`src/rtl/core/fcrq_pkg.sv`:
```
// ----------------------------------------------------------------------------
// fcrq_pkg
// Shared types and constants of the int8 fully connected requantizing layer:
// channel payloads, configuration registers and the front-to-back queue entry.
// ----------------------------------------------------------------------------
package fcrq_pkg;

  localparam int MAX_COLS_DEFAULT = 1024;
  localparam int QUEUE_DEPTH      = 4;
  localparam int CFG_INDEX_W      = 3;
  localparam int CFG_DATA_W       = 32;

  // Columns are carried on a 10-bit field, so a row is never longer than this.
  localparam logic [10:0] COL_LIMIT = 11'd1024;

  typedef enum logic [CFG_INDEX_W-1:0] {
    REG_INPUT_OFFSET   = 3'd0,
    REG_OUTPUT_OFFSET  = 3'd1,
    REG_OUT_MULTIPLIER = 3'd2,
    REG_OUT_SHIFT      = 3'd3,
    REG_NUM_COLS       = 3'd4,
    REG_NUM_ROWS       = 3'd5,
    REG_ACT_MIN        = 3'd6,
    REG_ACT_MAX        = 3'd7
  } cfg_reg_t;

  typedef enum logic {
    ACT_STORE  = 1'b0,
    ACT_WEIGHT = 1'b1
  } action_t;

  typedef struct packed {
    logic               action;
    logic [9:0]         col_index;
    logic signed [7:0]  value;
    logic signed [31:0] bias;
  } in_item_t;

  typedef struct packed {
    logic signed [7:0] result;
    logic [15:0]       row_index;
    logic              last_row;
  } out_item_t;

  typedef struct packed {
    logic signed [8:0]  input_offset;
    logic signed [7:0]  output_offset;
    logic signed [31:0] out_multiplier;
    logic signed [5:0]  out_shift;
    logic [10:0]        num_cols;
    logic [15:0]        num_rows;
    logic signed [7:0]  act_min;
    logic signed [7:0]  act_max;
  } cfg_t;

  // One weight beat, classified and with its activation already fetched.
  typedef struct packed {
    logic               first_col;
    logic               last_col;
    logic signed [31:0] bias;
    logic signed [7:0]  act;
    logic signed [7:0]  weight;
  } q_entry_t;

  typedef struct packed {
    logic     push;
    q_entry_t data;
  } q_push_t;

  typedef struct packed {
    logic full;
    logic empty;
  } q_status_t;

endpackage

```
`src/rtl/core/fcrq_back.sv`:
```
// ----------------------------------------------------------------------------
// fcrq_back
// Multiply-accumulate of queued weight beats and, at the last column, the
// requantize sequence: shift left, rounding high multiply, rounding shift
// right, output offset and clamp, into the result register.
// ----------------------------------------------------------------------------
module fcrq_back import fcrq_pkg::*; (
  input  logic      clk,
  input  logic      rst,
  input  cfg_t      cfg,
  input  q_status_t q_status,
  input  q_entry_t  pop_data,
  output logic      pop,
  output logic      result_valid,
  input  logic      result_stall,
  output out_item_t result_data
);

  typedef enum logic [2:0] {
    S_MAC,
    S_LSH,
    S_MUL,
    S_HIGH,
    S_RSH,
    S_OUT
  } state_t;

  state_t             state;
  logic signed [31:0] acc;
  logic signed [31:0] a_reg;
  logic signed [63:0] p_reg;
  logic signed [31:0] hi_reg;
  logic signed [32:0] sh_reg;
  logic [15:0]        row_cnt;

  logic signed [9:0]  lhs;
  logic signed [17:0] prod;
  logic signed [31:0] acc_next;
  logic [4:0]         ls;
  logic [4:0]         rs;
  logic [5:0]         neg_shift;
  logic signed [63:0] rnd;
  logic signed [32:0] hi33;
  logic signed [32:0] half;
  logic signed [32:0] rsum;
  logic signed [33:0] clamped;
  logic [15:0]        nrows;
  logic               is_last_row;
  logic               out_free;

  assign pop      = state == S_MAC && !q_status.empty;
  assign out_free = !result_valid || !result_stall;

  always_comb begin
    lhs      = 10'(pop_data.act) + 10'(cfg.input_offset);
    prod     = lhs * pop_data.weight;
    acc_next = (pop_data.first_col ? pop_data.bias : acc) + 32'(prod);
  end

  always_comb begin
    neg_shift = 6'd0 - cfg.out_shift;
    ls = (cfg.out_shift > 6'sd0) ? cfg.out_shift[4:0] : 5'd0;
    // A shift of -32 wraps to no shift
    rs = (cfg.out_shift < 6'sd0) ? neg_shift[4:0] : 5'd0;
  end

  always_comb begin
    rnd  = p_reg + 64'sd1073741824;
    hi33 = rnd[63:31];
    half = (rs == 5'd0) ? 33'sd0 : (33'sd1 <<< (rs - 5'd1));
    rsum = 33'(hi_reg) + half;
  end

  always_comb begin
    clamped = 34'(sh_reg) + 34'(cfg.output_offset);
    if (clamped < 34'(cfg.act_min)) begin
      clamped = 34'(cfg.act_min);
    end
    if (clamped > 34'(cfg.act_max)) begin
      clamped = 34'(cfg.act_max);
    end
  end

  assign nrows       = (cfg.num_rows == 16'd0) ? 16'd1 : cfg.num_rows;
  assign is_last_row = (17'(row_cnt) + 17'd1) >= 17'(nrows);

  always_ff @(posedge clk) begin
    if (rst) begin
      state        <= S_MAC;
      acc          <= '0;
      row_cnt      <= '0;
      result_valid <= 1'b0;
    end else begin
      if (state == S_OUT && out_free) begin
        result_valid <= 1'b1;
      end else if (result_valid && !result_stall) begin
        result_valid <= 1'b0;
      end
      case (state)
        S_MAC: begin
          if (pop) begin
            acc <= acc_next;
            if (pop_data.last_col) begin
              state <= S_LSH;
            end
          end
        end
        S_LSH: begin
          a_reg <= acc << ls;
          state <= S_MUL;
        end
        S_MUL: begin
          p_reg <= a_reg * cfg.out_multiplier;
          state <= S_HIGH;
        end
        S_HIGH: begin
          // Only the product of two most negative values overflows upward
          hi_reg <= (!hi33[32] && hi33[31]) ? 32'sh7FFF_FFFF : hi33[31:0];
          state  <= S_RSH;
        end
        S_RSH: begin
          sh_reg <= rsum >>> rs;
          state  <= S_OUT;
        end
        S_OUT: begin
          // Hold until the result register frees up
          if (out_free) begin
            result_data.result    <= clamped[7:0];
            result_data.row_index <= row_cnt;
            result_data.last_row  <= is_last_row;
            row_cnt               <= is_last_row ? 16'd0 : row_cnt + 16'd1;
            state                 <= S_MAC;
          end
        end
        default: begin
          state <= S_MAC;
        end
      endcase
    end
  end

endmodule

```
`config.mk`:
```
export PLATFORM = sky130hd
export DESIGN_NAME = fcrq_back
export DESIGN_NICKNAME = d
export VERILOG_FILES = /design/src/rtl/core/fcrq_pkg.sv /design/src/rtl/core/fcrq_back.sv
export SDC_FILE = /design/constraint.sdc
export NUM_CORES = 2
export LEC_CHECK = 0
export ABC_AREA = 1
export BUFFER_PORTS_ARGS = -buffer_cell sky130_fd_sc_hd__buf_2
export CAP_MARGIN = 20
export CORE_UTILIZATION = 55
export DETAILED_ROUTE_END_ITERATION = 6
export GPL_TIMING_DRIVEN = 0
export HOLD_SLACK_MARGIN = 0.06
export PLACE_DENSITY = 0.75
export SYNTH_ARGS = -nofsm -noshare
export SYNTH_HDL_FRONTEND = slang
export SYNTH_SLANG_ARGS = --single-unit
```
`constraint.sdc`:
```
create_clock -name clk -period 7.61 [get_ports clk]
set_input_delay 1.1415 -clock clk [delete_from_list [all_inputs] [get_ports clk]]
set_output_delay 1.1415 -clock clk [all_outputs]
set_load 0.02 [all_outputs]
```
Word-level counts from Yosys, hierarchy flattened

Cells that the tools add are included.

Bitwise logic cells: 1
Shifts and indexed selects: 3
Order comparisons: 5
Multiplexer cells: 14
Add/sub/neg operators: 9
Reduce and logical (&&, ||, !) cells: 21
Equal/unequal tests: 8
Multipliers: 2

Operator list:

| operator                                                            | number |
|---|---|
| 64-bit by 32-bit adder with 64-bit output, second input constant    | 1 |
| 32-bit by 32-bit multiplier with 64-bit output                      | 1 |
| 33-bit by 8-bit adder with 34-bit output                            | 1 |
| 34-bit by 8-bit greater-than comparator with 1-bit output           | 1 |
| 34-bit by 8-bit less-than comparator with 1-bit output              | 1 |
| 34-bit 2-to-1 mux                                                   | 1 |
| 32-bit by 33-bit adder with 33-bit output                           | 1 |
| 33-bit 2-to-1 mux                                                   | 1 |
| 2-bit by 5-bit <<< shifter with 33-bit output, first input constant | 1 |
| 33-bit by 5-bit >>> shifter with 33-bit output                      | 1 |
| 32-bit by 18-bit adder with 32-bit output                           | 1 |
| 16-bit 2-to-1 mux                                                   | 2 |
| 32-bit 2-to-1 mux                                                   | 1 |
| 32-bit by 5-bit left shift with 32-bit output                       | 1 |
| 10-bit by 8-bit multiplier with 18-bit output                       | 1 |
| 3-bit case mux with 6 select lines                                  | 1 |
| 16-bit by 1-bit adder with 17-bit output, second input constant     | 1 |
| 17-bit by 16-bit >= comparator with 1-bit output                    | 1 |
| 16-bit by 1-bit adder with 16-bit output, second input constant     | 1 |
| 16-bit zero test                                                    | 1 |
| 2-bit AND reduction                                                 | 6 |
| 8-bit by 9-bit adder with 10-bit output                             | 1 |
| 5-bit 2-to-1 mux                                                    | 2 |
| 3-bit 2-to-1 mux                                                    | 3 |
| 18 further kinds                                                    | 30 |

Bits in registers: 238
Input bits: 153

Depth between registers and ports, before layout

Depth in word-level cells: 7
Mapped depth: 42
Mapped depth without buffers: 41

Worst setup path before layout

OpenSTA, ideal clock, no wires.

Kind: input to register
From: input cfg[54] (netlist name)
To: register p_reg[58] (data pin)
Required time: 7.358 ns
Setup slack: -0.117 ns
Buffers on the path: 0
Setup time: 0.252 ns
Stages on the path: 20
Arrival time: 7.475 ns
Cells stage by stage: nand2_1 inv_1 fa_1 fa_1 fa_1 fa_1 inv_1 fa_1 fa_1 fa_1 fa_1 inv_1 ha_1 a21oi_1 o21a_1 nor2_1 a2111oi_0 nand2_1 nand2_1 nand2_1

Longest elaborated chain between the ends: 1

Ends and longest elaborated chain:

| what                                           | RTL line         | text |
|---|---|---|
| start, declared                                | fcrq_back.sv:10  | `input cfg_t cfg,` |
| 32-bit by 32-bit multiplier with 64-bit output | fcrq_back.sv:113 | `p_reg <= a_reg * cfg.out_multiplier;` |
| end signal, assigned                           | fcrq_back.sv:113 |  |
| end, declared                                  | fcrq_back.sv:31  | `logic signed [63:0] p_reg;` |

Every way passes these cells.
A chain may end at the register's enable or synchronous reset.

Final worst setup path

From: register a_reg[22]
To: register p_reg[57] (data pin)

Longest elaborated chain between the ends: 1

Ends and longest elaborated chain:

| what                                           | RTL line         | text |
|---|---|---|
| start, declared                                | fcrq_back.sv:30  | `logic signed [31:0] a_reg;` |
| start signal, assigned                         | fcrq_back.sv:109 | `a_reg <= acc << ls;` |
| 32-bit by 32-bit multiplier with 64-bit output | fcrq_back.sv:113 |  |

Every way passes these cells.

==> impl_summary.txt <==
----------------------------------------------------
[Status]
  Run status ... finished, final reports clean

[Global route]
  GR peak layer ... met2
  Total global routing track utilization ... 37.61%
  First-pass GRT wire length ... 319200 um
  Global Route met2 Usage ... 60.69%
  Number of global-route vias before repair ... 54778
  Initial antenna violation count ... 14
  Maximum number of pins on one net before global-route repair ... 35
  Grt total ovfl ... 0
  Global routing usage on met1 ... 49.56%
  Routing usage on met3 ... 8.310%

[Detailed routing]
  Number of design rule violations left after detail routing ... 0
  Via count of the routed design ... 53749
  Via density per instance ... 5.499
  DRC marker count from the first detailed-route iteration ... 4709
  Routed Antenna Nets ... 0
  DRT Wirelength ... 210600 um
  DR WL/cell ... 21.55 um
  Number of search-and-repair iterations in the first detailed-routing pass ... 6

[Worst hold path]
  Startpoint of the most critical hold path ... acc[1]
  Type of the tightest min-delay check ... flop to flop
  Worst hold path depth ... 2
  Hold path endpoint ... acc[1]

[Worst setup path]
  Worst r2r path cells ... 27
  Kind of critical path ... flop to flop
  Crit path max fanout ... 10
  Slowest CP cell ... fa_2
  CP dominant cell by count ... fa_1
  Slack of the worst reg-to-reg path ... 40 ps
  Kind of end point of the critical path ... flop
  Crit path launch type ... flop
  Data required time at the worst endpoint ... 8020 ps
  Crit path max-delay family ... adder cells
  Worst stage delay on the critical path ... 580 ps
  Critical path buffer and inverter count ... 6
  FF-to-FF End ... p_reg[57]
  Worst reg2reg path startpoint ... a_reg[22]
  Signal arrival time at the worst endpoint ... 7980 ps

[Timing]
  Maximum clock rate ... 132.1 MHz
  Period utilization ... 99.51%
  Max_slew headroom ... 33.35%
  Number of hold violations in the final report ... 0
  Final number of setup-violating endpoints ... 0
  Setup Skew ... 23.81 ps
  Final setup slack of the worst path ... 37.52 ps
  Transition time at the pin with the least slew margin ... 998.6 ps
  Fin crit period ... 7572 ps
  Final slew viol count ... 0
  Setup repair after global routing missed its margin ... true

[Place]
  Final weighted congestion in routability-driven placement ... 1.015
  Cells after DPL ... 9630
  Standard cell area after detailed placement ... 64250 um^2
  Detailed Place HPWL ... 180000 um
  Port Buffer Count ... 159
  Post-placement worst setup slack ... -2320 ps

[Finish]
  Layout Nets ... 10060
  Max reg flops ... 34
  Fraction of layout instances using a drive strength above 1 ... 9.436%
  Number of cells in the finished layout apart from fillers ... 9775
  Design Area, Final ... 68450 um^2
  Ant. Diodes ... 0
  Area growth from synthesis to layout ... 11.37%

[Yosys]
  Cell variety after synth ... 59
  Synthesized area divided by synthesized cell count ... 7.704 um^2
  Share of the yosys chip area belonging to registers ... 9.315%
  Number of enable flip-flop cells after synthesis ... 156
  Number of synthesis warnings ... 0
  Synth Instances ... 7978
  Library cell occupying the most area in the post-synthesis netlist ... fa_1
  Number of flip-flops and latches in the synthesized netlist ... 208
  Share of Yosys cell area claimed by the top area cell type ... 39.93%
  Cell Area, Synth ... 61470 um^2
  Synth Net Count ... 9769
  Leading post-synthesis cells by cell area ... fa_1 40%, inv_1 12%, nand2_1 12%
  Share of synthesized flip-flops with an asynchronous set or reset ... 0%
  Top_reg_cell synth ... edfxtp_1

[Clock network]
  Root buffer cell ... clkbuf_16
  Clock tree buffer depth ... 3
  Clock Sinks ... 208
  Clock transition at the registers of the reported paths ... 70 ps
  Insertion delay to the later sink of the worst-skew pair ... 590 ps
  Number of buffers added to fix hold violations after cts ... 0
  Clock tree from TritonCTS ... built
  Number of CTS-inserted buffers ... 24
  Number of H-tree levels ... 1

[Floorplanning]
  Die Height ... 336.3 um
  Initial Util ... 55.54%
  Core region area ... 110700 um^2
  Count of boundary I/O pins ... 180
  Die Area ... 113100 um^2
  Site Rows ... 122
  Die Wd ... 336.3 um

[Flow run]
  Max-cap violation count ... 0

----------------------------------------------------
[kinds of logic after synthesis]
| logic type | share of synthesized area, % |
|---|---|
| mux | 0.1629 |
| simple gates | 19.62 |
| flops | 9.315 |
| buf+inv | 14.24 |
| compound gates | 6.314 |
| xor+xnor | 2.038 |
| fa+ha+maj | 48.32 |
[routing by layer]
layer	vias to the layer above	routed length, um
li1	24325	-
met1	26551	83090
met2	2373	96070
met3	484	21660
met4	16	9683
met5	-	105
[cell type report]
class / instances / area (um^2)
clock inverters: 17 / 187.7
fillers: 10003 / 42210
flip-flops and latches: 208 / 5725
inverters: 2035 / 7665
multi-input cells: 5447 / 48090
well taps: 1488 / 1862
repair buffers: 270 / 2125
clock buffers: 27 / 611.8
plain buffers: 283 / 2188
[worst min-delay path: cells and delay by family, from the launching register on]
| family | cells | cell delay, ps |
|---|---|---|
| AOI/OAI and AO/OA | 1 | 60 |
| DFF | 1 | 310 |
| buffers and inverters | 1 | 80 |
[synth_stat cells (7+ instances only)]
master and n:
inv_1 2027, nand2_1 1984, fa_1 1226, ha_1 412, nor2_1 394, nand3_1 357, a21oi_1 301, o21ai_0 273
clkbuf_1 264, edfxtp_1 156, xor2_1 101, nand4_1 57, dfxtp_1 52, nor3_1 52, xnor2_1 42, o211ai_1 29
or2_2 29, a21o_1 19, nor4_1 19, o21a_1 16, o21bai_1 16, buf_1 13, a31oi_1 12, and2_1 11
nand3b_1 11, mux2i_1 10, a21boi_0 8, nor2_2 8, buf_2 7
[cells in the final DEF (no fill, tap or decap), drive strengths merged, types with 4 or more instances in the layout]
cell      instances
clkinv           12
xnor2            42
mux2i            10
nor2            404
and3              5
clkinvlp         11
fa             1226
nand3b           11
nor3             55
a21boi            8
and2             11
nand4            58
o21a             16
a21oi           301
inv            2027
a211oi            5
or2              32
dfxtp            52
nor4             19
ha              412
o211ai           29
o21bai           16
a31oi            12
clkbuf          230
nand3           362
a21o             19
a221oi            4
xor2            101
o21ai           278
buf             350
edfxtp          156
o22ai             5
nand2          1987
[stage by stage]
| stage | hold slack [ps] | setup TNS, ps | utilization, % |
|---|---|---|---|
| floorplan | 452.7 | 0 | - |
| global placement | 479.2 | -62460 | 57.95 |
| detailed placement | 485.4 | -58260 | 58.05 |
| CTS | 497.2 | -5.078 | 60.62 |
| global route | 521.2 | -312.2 | 61.86 |
| finish | 497.4 | 0 | 61.86 |
[what timing repair did]
item | CTS | global route
resized for setup | 461 | 369
pin swaps | 31 | 67
setup buffers | 56 | 42
gates cloned | 0 | 7
endpoints found under the setup margin | 35 | 53
[worst max path at each step]
stage | cells after the start | start | slack, ps | endpoint
final | 27 | a_reg[22] | 40 | p_reg[57]
after global routing | 27 | a_reg[31] | -80 | p_reg[63]
after CTS | 24 | a_reg[31] | -5 | p_reg[60]
after floorplan | 24 | cfg[58] | 7 | p_reg[58]
after global placement | 26 | cfg[58] | -2200 | p_reg[58]
after detailed placement | 26 | cfg[58] | -2320 | p_reg[58]
Power is left out: the tool's default activity adds up to more than one toggle a clock period on the data nets, which glitch-free logic cannot reach.
