## src/rtl/core/fcrq_pkg.sv

```systemverilog
// ----------------------------------------------------------------------------
// fcrq_pkg
// Shared types and constants of the int8 fully connected requantizing layer:
// channel payloads, configuration registers and the front-to-back queue entry.
// ----------------------------------------------------------------------------
package fcrq_pkg;

  localparam int MAX_COLS_DEFAULT = 1024;
  localparam int QUEUE_DEPTH      = 4;
  localparam int CFG_INDEX_W      = 3;
  localparam int CFG_DATA_W       = 32;

  // Columns are carried on a 10-bit field, so a row is never longer than this.
  localparam logic [10:0] COL_LIMIT = 11'd1024;

  typedef enum logic [CFG_INDEX_W-1:0] {
    REG_INPUT_OFFSET   = 3'd0,
    REG_OUTPUT_OFFSET  = 3'd1,
    REG_OUT_MULTIPLIER = 3'd2,
    REG_OUT_SHIFT      = 3'd3,
    REG_NUM_COLS       = 3'd4,
    REG_NUM_ROWS       = 3'd5,
    REG_ACT_MIN        = 3'd6,
    REG_ACT_MAX        = 3'd7
  } cfg_reg_t;

  typedef enum logic {
    ACT_STORE  = 1'b0,
    ACT_WEIGHT = 1'b1
  } action_t;

  typedef struct packed {
    logic               action;
    logic [9:0]         col_index;
    logic signed [7:0]  value;
    logic signed [31:0] bias;
  } in_item_t;

  typedef struct packed {
    logic signed [7:0] result;
    logic [15:0]       row_index;
    logic              last_row;
  } out_item_t;

  typedef struct packed {
    logic signed [8:0]  input_offset;
    logic signed [7:0]  output_offset;
    logic signed [31:0] out_multiplier;
    logic signed [5:0]  out_shift;
    logic [10:0]        num_cols;
    logic [15:0]        num_rows;
    logic signed [7:0]  act_min;
    logic signed [7:0]  act_max;
  } cfg_t;

  // One weight beat, classified and with its activation already fetched.
  typedef struct packed {
    logic               first_col;
    logic               last_col;
    logic signed [31:0] bias;
    logic signed [7:0]  act;
    logic signed [7:0]  weight;
  } q_entry_t;

  typedef struct packed {
    logic     push;
    q_entry_t data;
  } q_push_t;

  typedef struct packed {
    logic full;
    logic empty;
  } q_status_t;

endpackage

```

## src/rtl/core/fcrq_queue.sv

```systemverilog
// ----------------------------------------------------------------------------
// fcrq_queue
// Short FIFO of classified weight beats between the front and the back.
// ----------------------------------------------------------------------------
module fcrq_queue import fcrq_pkg::*; (
  input  logic      clk,
  input  logic      rst,
  input  q_push_t   q_push,
  input  logic      pop,
  output q_entry_t  pop_data,
  output q_status_t q_status
);

  localparam int PW = $clog2(QUEUE_DEPTH);
  localparam int CW = $clog2(QUEUE_DEPTH + 1);

  q_entry_t      slots [QUEUE_DEPTH];
  logic [PW-1:0] wr_ptr;
  logic [PW-1:0] rd_ptr;
  logic [CW-1:0] count;
  logic          do_push;
  logic          do_pop;

  assign q_status.full  = count == CW'(QUEUE_DEPTH);
  assign q_status.empty = count == '0;
  assign do_push        = q_push.push && !q_status.full;
  assign do_pop         = pop && !q_status.empty;
  assign pop_data       = slots[rd_ptr];

  always_ff @(posedge clk) begin
    if (do_push) begin
      slots[wr_ptr] <= q_push.data;
    end
  end

  always_ff @(posedge clk) begin
    if (rst) begin
      wr_ptr <= '0;
      rd_ptr <= '0;
      count  <= '0;
    end else begin
      if (do_push) begin
        wr_ptr <= (wr_ptr == PW'(QUEUE_DEPTH - 1)) ? '0 : wr_ptr + 1'b1;
      end
      if (do_pop) begin
        rd_ptr <= (rd_ptr == PW'(QUEUE_DEPTH - 1)) ? '0 : rd_ptr + 1'b1;
      end
      if (do_push && !do_pop) begin
        count <= count + 1'b1;
      end else if (do_pop && !do_push) begin
        count <= count - 1'b1;
      end
    end
  end

endmodule

```

## config.mk

```make
export PLATFORM = sky130hd
export DESIGN_NAME = fcrq_queue
export DESIGN_NICKNAME = d
export VERILOG_FILES = /design/src/rtl/core/fcrq_pkg.sv /design/src/rtl/core/fcrq_queue.sv
export SDC_FILE = /design/constraint.sdc
export NUM_CORES = 1
export LEC_CHECK = 0
export ABC_AREA = 1
export BUFFER_PORTS_ARGS = -buffer_cell sky130_fd_sc_hd__buf_2
export CAP_MARGIN = 20
export CELL_PAD_IN_SITES_DETAIL_PLACEMENT = 1
export CELL_PAD_IN_SITES_GLOBAL_PLACEMENT = 2
export CORE_MARGIN = 10
export CORE_UTILIZATION = 45
export CTS_BUF_LIST = sky130_fd_sc_hd__clkbuf_2 sky130_fd_sc_hd__clkbuf_4 sky130_fd_sc_hd__clkbuf_8
export CTS_CLUSTER_SIZE = 12
export DETAILED_ROUTE_END_ITERATION = 6
export GPL_TIMING_DRIVEN = 0
export PLACE_DENSITY_LB_ADDON = 0.2
export SYNTH_ARGS = -nofsm -noshare
export SYNTH_HDL_FRONTEND = slang
export SYNTH_SLANG_ARGS = --single-unit
```

## constraint.sdc

```tcl
create_clock -name clk -period 8 [get_ports clk]
set_input_delay 1.6 -clock clk [delete_from_list [all_inputs] [get_ports clk]]
set_output_delay 1.6 -clock clk [all_outputs]
set_load 0.005 [all_outputs]
```

# After elaboration in Yosys (flattened, before gate mapping)
# Memories as Yosys holds them, arrays and structs flattened. A register that Yosys moved wholly into a read port is not among the register bits.
# Index checks and enable logic that the tools add are counted.
# Widths: inputs -> output; s select.
dict set report totals {
  reg_bits 7
  ramBits 200
  input_bits 54
  mem_count 1
}
# name depth word_bits read_ports rd_clocked_by_memory_dff write_ports line
set memory_table {}
lappend memory_table {slots 4 50 1 1 1 fcrq_queue.sv:17} ;# q_entry_t slots [QUEUE_DEPTH];
dict set report classes {
  add_sub_neg 4
  n_eq_ne 3
  mux 8
  reduce_logical 10
}
# operator n
set ops {}
lappend ops {{$mux 2} 4}
lappend ops {{$mux 3} 2}
lappend ops {{$add 2x1->2 const B} 2}
lappend ops {{$eq 2x2->1 const B} 2}
lappend ops {{$logic_and 1x1->1} 4}
lappend ops {{$logic_not 1->1} 4}
lappend ops {{$add 3x1->3 const B} 1}
lappend ops {{$eq 3x3->1 const B} 1}
lappend ops {{$logic_not 3->1} 1}
lappend ops {{$sub 3x1->3 const B} 1}
lappend ops {{$mux 1} 2}
lappend ops {{$reduce_bool 2->1} 1}

# Depth between registers and ports, before layout
# Gate-level depths: netlist of the first run.
dict set report depth {
  depth_word 7
  depth_mapped 13
}

# Least setup slack after synthesis of the first run
# No wires, ideal clock.
dict set report synth_path {
  path_kind {input-to-reg}
  startpoint {input port q_push[50] (netlist name)}
  endpoint {memory slots[0][0] (netlist name), enable pin}
  setup_time_ns 0.458
  arrival_ns 3.811
  required_time_ns 7.542
  setup_slack_ns 3.731
  path_stages 2
  n_path_buf 0
  path_cell_list {nand2_1 -> nor2_1}
}
dict set report synth_via {
  elab_chain_len 3
}
# item line
set synth_rtl {}
lappend synth_rtl {{start: declaration} fcrq_queue.sv:8} ;# input q_push_t q_push,
lappend synth_rtl {{$logic_and 1x1->1} fcrq_queue.sv:26} ;# assign do_push = q_push.push && !q_status.full;
lappend synth_rtl {{$mux 1} fcrq_queue.sv:31} ;# if (do_push) begin
lappend synth_rtl {{$mux 1 (not written as such)} fcrq_queue.sv:32} ;# slots[wr_ptr] <= q_push.data;
lappend synth_rtl {{end: declaration} fcrq_queue.sv:17}
# No other way between the ends.

==> impl_metrics.json, run 1 <==
{
  "layout_commonest_cell": "edfxtp_1",
  "ys.flop_type": "edfxtp_1",
  "synth_top_cell_by_area": "edfxtp_1",
  "drive_gt1_frac": 0.2820,
  "path_class": "reg -> out",
  "peakVddDrop_mv": 0.1740,
  "dieWidth_um": 153.8,
  "drt-initial-drc-count": 283,
  "cts_root_buf": "clkbuf_8",
  "rsz0062_at_grt": "no",
  "cts_hold_buf": 0,
  "skew_ns": 0.01495,
  "relSlewSlack": 0.6426,
  "mappedNetlistArea_um2": 8053,
  "yosys_warnings": 0,
  "drt-total-wl_mm": 20.22,
  "final_hold_viol_count": 0,
  "status": "completed",
  "finish.utilization": 0.5595,
  "routedWlPerCell_um": 21.24,
  "grt_pass1_wl_mm": 31.35,
  "htreeDepth": 2,
  "grt_pass1_vias": 5684,
  "placement.io_buffers": 105,
  "viasPerCell": 5.330,
  "start_util": 0.4624,
  "end_kind": "output port",
  "post-route-period-util": 0.4357,
  "cts_setup_buffers": 0,
  "synth_edf_count": 200,
  "clock_sinks": 209,
  "required_ns": 6.40,
  "dp_hpwl_mm": 12.90,
  "mostFrequentLayoutCells": "edfxtp_1, buf_2, nor2_1",
  "vias": 5074,
  "fmax_mhz": 286.9,
  "cp_max_fo": 10,
  "tns_ns": 0,
  "tightest_slew_ns": 0.5348,
  "syn-num-nets": 615,
  "ys_ff_latch": 209,
  "antenna_cells": 0,
  "antenna_left": 0,
  "clkTransAtPathRegs_ns": 0.06,
  "synth.distinct_cells": 23,
  "netlist.area_leader.share": 0.7458,
  "post_cts_resized": 0,
  "leakagePower_nw": 3.582,
  "cts.path.max_buffers": 3,
  "cts_tree": "yes",
  "clkLatencyLatePin_ns": 0.50,
  "syn_inst": 554,
  "core_area_um2": 17420,
  "synthTopCellsByArea": "edfxtp_1, nor2_1, o22ai_1, o21ai_1, o21ai_0",
  "whs_ns": 0.5307,
  "first_pass_iters": 4,
  "nNetsFinal": 766,
  "hp-class": "reg -> reg",
  "io-pin-count": 106,
  "cp.arrival_ns": 1.89,
  "place.gp.congestion": 0.7275,
  "grt_max_degree": 25,
  "drc": 0,
  "die_y_um": 153.8,
  "grtUsageTotal": 0.1665,
  "design_power_total_mw": 3.271,
  "maxSlewViolCount": 0,
  "dieArea_um2": 23650,
  "syn_avg_cell_area_um2": 14.54,
  "cap_viol_max_count": 0,
  "area_growth_pct": 21.01,
  "fp-row-count": 48,
  "powerDensity_nw_per_um2": 335.7,
  "yosysSeqAreaShare": 0.7682,
  "grt-ovfl-total": 0,
  "async_flop_share": 0,
  "setup_viol": 0,
  "min_period_ns": 3.486,
  "antenna_found_initial": 1,
  "cp-start-kind": "flop",
  "cts_buffers": 36
}
==> critical path, stage by stage (launching register included) <==
cell and delay, ns:
dfxtp_1 0.39, inv_1 0.21, buf_2 0.27, o21ai_1 0.11
o22ai_1 0.25, buf_2 0.18
==> synthesized netlist by cell type, types with 6 or more instances <==
cell type / instances
o21ai_1: 60
nand2_1: 14
buf_2: 10
o21ai_0: 41
nor2_1: 114
ha_1: 6
edfxtp_1: 200
o22ai_1: 50
inv_1: 17
dfxtp_1: 9
==> routing by layer <==
metal	up-vias	wire, um	global-route usage
li1	2369	-	-
met1	2552	8429	0.1929
met2	121	10440	0.2979
met3	30	1043	0.04073
met4	2	294	0.04858
met5	-	15	0
==> registers in the layout, summed over array words and instances (netlist names), named ones only <==
name / cells
slots: 200
rd_ptr: 2
wr_ptr: 2
count: 3
==> area by class of cell <==
cell class	instances	area (um2)
sequential	209	6186
clock buffer	54	636.9
buffer	31	331.6
inverter	18	80.08
timing repair buffer	113	693.2
clock inverter	6	50.05
fill	1754	7672
multi-input combinational	296	1485
tap	225	281.5
==> logic make-up after synthesis <==
kind of cell    synth area share
simple gates             0.06433
compound gates            0.1035
fa+ha+maj                0.01181
flops                     0.7682
xor+xnor                0.001088
buf+inv                  0.05112
==> where the power goes <==
part | switching [mW] | internal (mW) | leakage (nW)
Combinational | 0.583 | 0.388 | 1.31
Sequential | 0.0405 | 1.34 | 1.91
Clock | 0.388 | 0.536 | 0.369
==> per-stage QoR <==
| step | instance area (um2) | setup slack, ns | instances |
|---|---|---|---|
| after global routing | 9744 | 4.401 | 952 |
| after detailed placement | 9057 | 4.758 | 892 |
| after CTS | 9744 | 4.474 | 952 |
| after floorplan | 8053 | 3.731 | 554 |
| final | 9744 | 4.514 | 952 |
| after global placement | 8860 | 1.683 | 884 |
==> worst paths after layout <==
check                  from      endpoint  slack [ns]  cells past startpoint
setup / recovery       flop  pop_data[18]        4.51                      5
hold / removal    rd_ptr[1]     rd_ptr[1]        0.53                      2
setup reg to reg   count[1]      count[1]        5.82                      9
hold reg to reg   rd_ptr[1]     rd_ptr[1]        0.53                      2
(Power assumes the default switching activity.)
==> inputs of run 2 (changes only) <==
- ABC_AREA: 1 -> 0
- CORE_UTILIZATION: 45 -> 42
- clock period: 8 -> 2.95 ns (I/O delays scaled with it)
==> run 2 against run 1 <==
Design area fell by 5.5%. Count of clock-buffer cells in the layout is 8 lower. Worst setup slack got worse by 4.2 ns. Sequential power increased to 2.7 times the previous value. Register-to-register slack got worse by 5.3 ns. Critical path type unchanged.
==> impl_metrics.json, run 2 <==
{
  "final_hold_viol_count": 0,
  "worst_slack_ns": 0.2868,
  "cts_buffers": 37,
  "crit_path_end": "pop_data[6]",
  "cp_max_fo": 10,
  "finish.utilization": 0.5106,
  "r2r_end": "count[2]",
  "reg2reg_depth": 10,
  "use_met1": 0.1563,
  "grt_pass1_vias": 4202,
  "synth_top_cell_by_area": "edfxtp_1",
  "start_util": 0.4270,
  "peakVddDrop_mv": 0.3884,
  "cts.path.max_buffers": 3,
  "post-route-period-util": 0.9028,
  "netlist.area_leader.share": 0.7802,
  "drc": 0,
  "hp-class": "in -> reg",
  "synth_common_cells": "edfxtp_1, mux4_2, dfxtp_1",
  "largest_reg_flops": 200,
  "antenna_found_initial": 1,
  "synthMostInstantiatedCell": "edfxtp_1",
  "clkLatencyLatePin_ns": 0.52,
  "syn_avg_cell_area_um2": 24.67,
  "powerDensity_nw_per_um2": 830.0,
  "grtUsageMet2": 0.2166,
  "first_pass_iters": 5,
  "synth.distinct_cells": 27,
  "rr_startpoint": "count[0]",
  "cts_root_buf": "clkbuf_8",
  "grtUsageTotal": 0.1300,
  "yosysSeqAreaShare": 0.8036,
  "top_register": "slots",
  "met3_usage": 0.04108,
  "required_ns": 2.36,
  "ys_ff_latch": 209,
  "min_period_ns": 2.663,
  "end_kind": "output port",
  "area_growth_pct": 19.57,
  "mappedNetlistArea_um2": 7697,
  "synth_edf_count": 200,
  "leakagePower_nw": 3.159,
  "viasPerCell": 5.101,
  "grt_max_degree": 51,
  "clkTransAtPathRegs_ns": 0.06,
  "routedWlPerCell_um": 21.85,
  "cts_setup_buffers": 0,
  "whs_ns": 0.2886,
  "maxSlewViolCount": 0,
  "skew_ns": 0.01952,
  "status": "completed",
  "cts_hold_buf": 0,
  "drt-total-wl_mm": 15.58,
  "core_area_um2": 18020,
  "fmax_mhz": 375.5,
  "mostFrequentLayoutCells": "edfxtp_1, buf_2, mux4_2",
  "path_class": "reg -> out",
  "drt-initial-drc-count": 170,
  "nNetsFinal": 516,
  "antenna_left": 0,
  "async_flop_share": 0,
  "placement.io_buffers": 104,
  "reg_top3": "slots (200), count (3)",
  "die_y_um": 155.4,
  "layout_commonest_cell": "edfxtp_1",
  "yosys_warnings": 0,
  "dieArea_um2": 24140,
  "clock_sinks": 209,
  "cap_viol_max_count": 0,
  "dieWidth_um": 155.4,
  "cp.arrival_ns": 2.07,
  "tightest_slew_ns": 0.8253,
  "tns_ns": 0,
  "setup_viol": 0,
  "place_worst_setup_slack_ns": 0.5003,
  "io-pin-count": 106,
  "grt_pass1_wl_mm": 24.27,
  "fp-row-count": 49,
  "relSlewSlack": 0.4498,
  "synthTopCellsByArea": "edfxtp_1, mux4_2, dfxtp_1, ha_1, buf_4",
  "htreeDepth": 2,
  "grt-ovfl-total": 0,
  "dp_hpwl_mm": 9.302,
  "rsz0062_at_grt": "no",
  "syn-num-nets": 373,
  "syn_inst": 312,
  "cts_tree": "yes",
  "place.gp.congestion": 0.6547,
  "reg2reg_slack_ns": 0.55,
  "post_cts_resized": 0,
  "top_usage_layer": "met2",
  "vias": 3637,
  "drive_gt1_frac": 0.4824,
  "ys.flop_type": "edfxtp_1",
  "cp-start-kind": "flop"
}
run 2: cell types whose count changed in the layout (fill, tap and decap cells not counted), sizes merged, moves of 14 or more:
cell and delta:
buf -27, nor2 -111, o22ai -50, clkinv +14, mux4 +50, o21ai -99
run 2: worst min path at each step:
stage	startpoint	end	slack (ns)	cells after the start
floorplan	rd_ptr[0]	flop	0.46	2
global placement	rd_ptr[0]	rd_ptr[0]	0.49	2
detailed placement	rd_ptr[0]	rd_ptr[0]	0.50	2
CTS	q_push[32]	slots[2][32]	0.25	1
global route	q_push[46]	slots[2][46]	0.26	1
finish	q_push[36]	slots[2][36]	0.29	1
run 2: through the flow:
stage                     cell area (um2)  power, mW  instances
after global placement               8504      5.291        645
after floorplan                      7697      4.666        312
after CTS                            9201      7.823        712
final                                9204      7.640        713
after detailed placement             8519      5.344        645
after global routing                 9201      8.076        712
run 2: report_power, final:
group	total (mW)	internal, mW	switching [mW]
Combinational	1.52	0.766	0.757
Sequential	3.68	3.60	0.0885
Clock	2.43	1.30	1.13
run 2: kinds of logic (layout without fill, tap and decap cells):
group	Yosys count	in the layout	share of synthesized area
compound gates	7	7	0.006500
xor+xnor	2	2	0.002276
fa+ha+maj	7	7	0.01235
buf+inv	19	190	0.01414
flops	209	209	0.8036
mux	52	52	0.1489
other cells	0	1	0
simple gates	16	16	0.01219
run 2: layout make-up:
class	instances	area [um2]
inverter	5	23.77
multi-input combinational	84	1418
sequential	209	6186
clock buffer	46	576.8
clock inverter	21	105.1
antenna	1	2.502
tap	229	286.5
fill	1663	8821
timing repair buffer	104	520.5
buffer	14	85.08
run 2: critical path, cell delays in order (launching register included):
cell	delay, ns
dfxtp_1	0.30
clkbuf_1	0.24
buf_4	0.30
mux4_2	0.57
buf_2	0.15
run 2: per-layer routing:
layer  part of all wire  wire length (um)
met5                  0                 0
met4              0.021               323
met3              0.058               901
met2               0.50              7827
met1               0.42              6526
==> inputs of run 3 (changes only) <==
- CORE_UTILIZATION: 42 -> 50
- clock period: 2.95 -> 3.1 ns (I/O delays scaled with it)
==> run 3 against run 2 <==
Die area down 14%. Power fell by 3.5%. Sequential power decreased by 5%. Register-to-register slack improved by 0.18 ns. Non-clock buffer count stayed put. Count of clock-buffer cells in the layout is 6 higher. Combinational power shrank 5%. Utilization rose by 9.5 points. Global-route usage is 2.2 points higher. Flip-flop and latch count unchanged. Design area is 0.38% lower. Final cell count decreased by 6.5%.
==> impl_metrics.json, run 3 (same netlist as run 2, synthesis figures left out) <==
{
  "cts.path.max_buffers": 3,
  "hp-class": "in -> reg",
  "antenna_left": 0,
  "reg2reg_depth": 10,
  "clock_sinks": 209,
  "r2r_end": "count[2]",
  "hold_end": "slots[3][11]",
  "dieArea_um2": 20760,
  "drt-initial-drc-count": 248,
  "dieWidth_um": 144.1,
  "skew_ns": 0.01478,
  "cap_viol_max_count": 0,
  "tns_ns": 0,
  "cts_setup_buffers": 0,
  "post-route-period-util": 0.8775,
  "powerDensity_nw_per_um2": 803.8,
  "tightest_slew_ns": 0.8176,
  "end_kind": "output port",
  "drt-total-wl_mm": 15.35,
  "dp_hpwl_mm": 9.119,
  "hold_start": "q_push[11]",
  "grtUsageTotal": 0.1520,
  "place_worst_setup_slack_ns": 0.6397,
  "nNetsFinal": 515,
  "setup_viol": 0,
  "cts_tree": "yes",
  "place.gp.congestion": 0.6681,
  "grt_max_degree": 51,
  "first_pass_iters": 4,
  "largest_reg_flops": 200,
  "io-pin-count": 106,
  "layout_commonest_cell": "edfxtp_1",
  "required_ns": 2.48,
  "die_y_um": 144.1,
  "relSlewSlack": 0.4549,
  "htreeDepth": 2,
  "fp-row-count": 45,
  "drive_gt1_frac": 0.4874,
  "path_class": "reg -> out",
  "rsz0062_at_grt": "no",
  "placement.io_buffers": 104,
  "grt_pass1_vias": 4205,
  "fmax_mhz": 367.6,
  "status": "completed",
  "clkLatencyLatePin_ns": 0.52,
  "area_growth_pct": 19.12,
  "cts_root_buf": "clkbuf_8",
  "cp-start-kind": "flop",
  "reg2reg_slack_ns": 0.73,
  "routedWlPerCell_um": 23.01,
  "multi_input_area_um2": 1418,
  "rr_startpoint": "count[1]",
  "grt-ovfl-total": 0,
  "seqCellArea_um2": 6186,
  "min_path_cells": 1,
  "cts_hold_buf": 0,
  "min_period_ns": 2.720,
  "post_cts_resized": 0,
  "core_area_um2": 15150,
  "leakagePower_nw": 3.160,
  "mostFrequentLayoutCells": "edfxtp_1, buf_2, mux4_2",
  "start_util": 0.5082,
  "top_register": "slots",
  "cp_max_fo": 10,
  "peakVddDrop_mv": 0.6193,
  "final_hold_viol_count": 0,
  "grt_pass1_wl_mm": 23.72,
  "cp.arrival_ns": 2.10,
  "worst_slack_ns": 0.3797,
  "clkTransAtPathRegs_ns": 0.06,
  "antenna_found_initial": 1,
  "cts_buffers": 36,
  "maxSlewViolCount": 0,
  "drc": 0,
  "final.fill_count": 1314,
  "reg_top3": "slots (200), count (3)",
  "vias": 3626,
  "whs_ns": 0.3179,
  "viasPerCell": 5.436
}
[run 3: changes by cell type in the layout (fill, tap and decap cells not counted)]
cell and delta:
clkbuf_4 +6, clkinv_2 -6, clkinv_1 -5, inv_6 -2
bufinv_16 +1, clkinvlp_4 +1
[run 3: critical path, cell delays in order (launching register included)]
cell	delay, ns
dfxtp_1	0.30
clkbuf_1	0.26
buf_4	0.31
mux4_2	0.56
buf_2	0.15
[run 3: metrics by stage]
step                utilization  power (mW)  area [um2]  cells
global route             0.6052       7.745        9166    666
CTS                      0.6052       7.504        9166    666
detailed placement       0.5591       5.065        8468    604
finish                   0.6054       7.370        9169    667
global placement         0.5581       5.012        8453    604
floorplan                     -       4.440        7697    312
[run 3: routing by layer]
metal	global-route usage	wire length, um
met5	0	0
met4	0.06179	288
met3	0.04133	1062
met2	0.2614	8010
met1	0.1766	5989
[run 3: power by group]
group / total (mW) / internal [mW] / switching [mW]
sequential: 3.51 / 3.42 / 0.0878
combinational: 1.45 / 0.729 / 0.716
clock: 2.42 / 1.37 / 1.05
[run 3: final cells by class]
class / instances / share of cell area
Sequential cell: 209 / 0.6747
Multi-Input combinational cell: 84 / 0.1546
Clock buffer: 52 / 0.06782
Timing Repair Buffer: 104 / 0.05677
Tap cell: 188 / 0.02566
Buffer: 14 / 0.009279
Clock inverter: 10 / 0.008324
Inverter: 5 / 0.002593
Antenna cell: 1 / 0.0002729
[run 3: how the worst max path moves through the flow]
stage | start | end | slack (ns)
5_1_grt | flop | pop_data[18] | 0.23
3_5_place_dp | q_push[50] | count[2] | 0.64
6_report | flop | pop_data[29] | 0.38
2_1_floorplan | count[0] | count[2] | 0.92
4_1_cts | flop | pop_data[39] | 0.30
3_3_place_gp | q_push[50] | slots[0][4] | 0.70
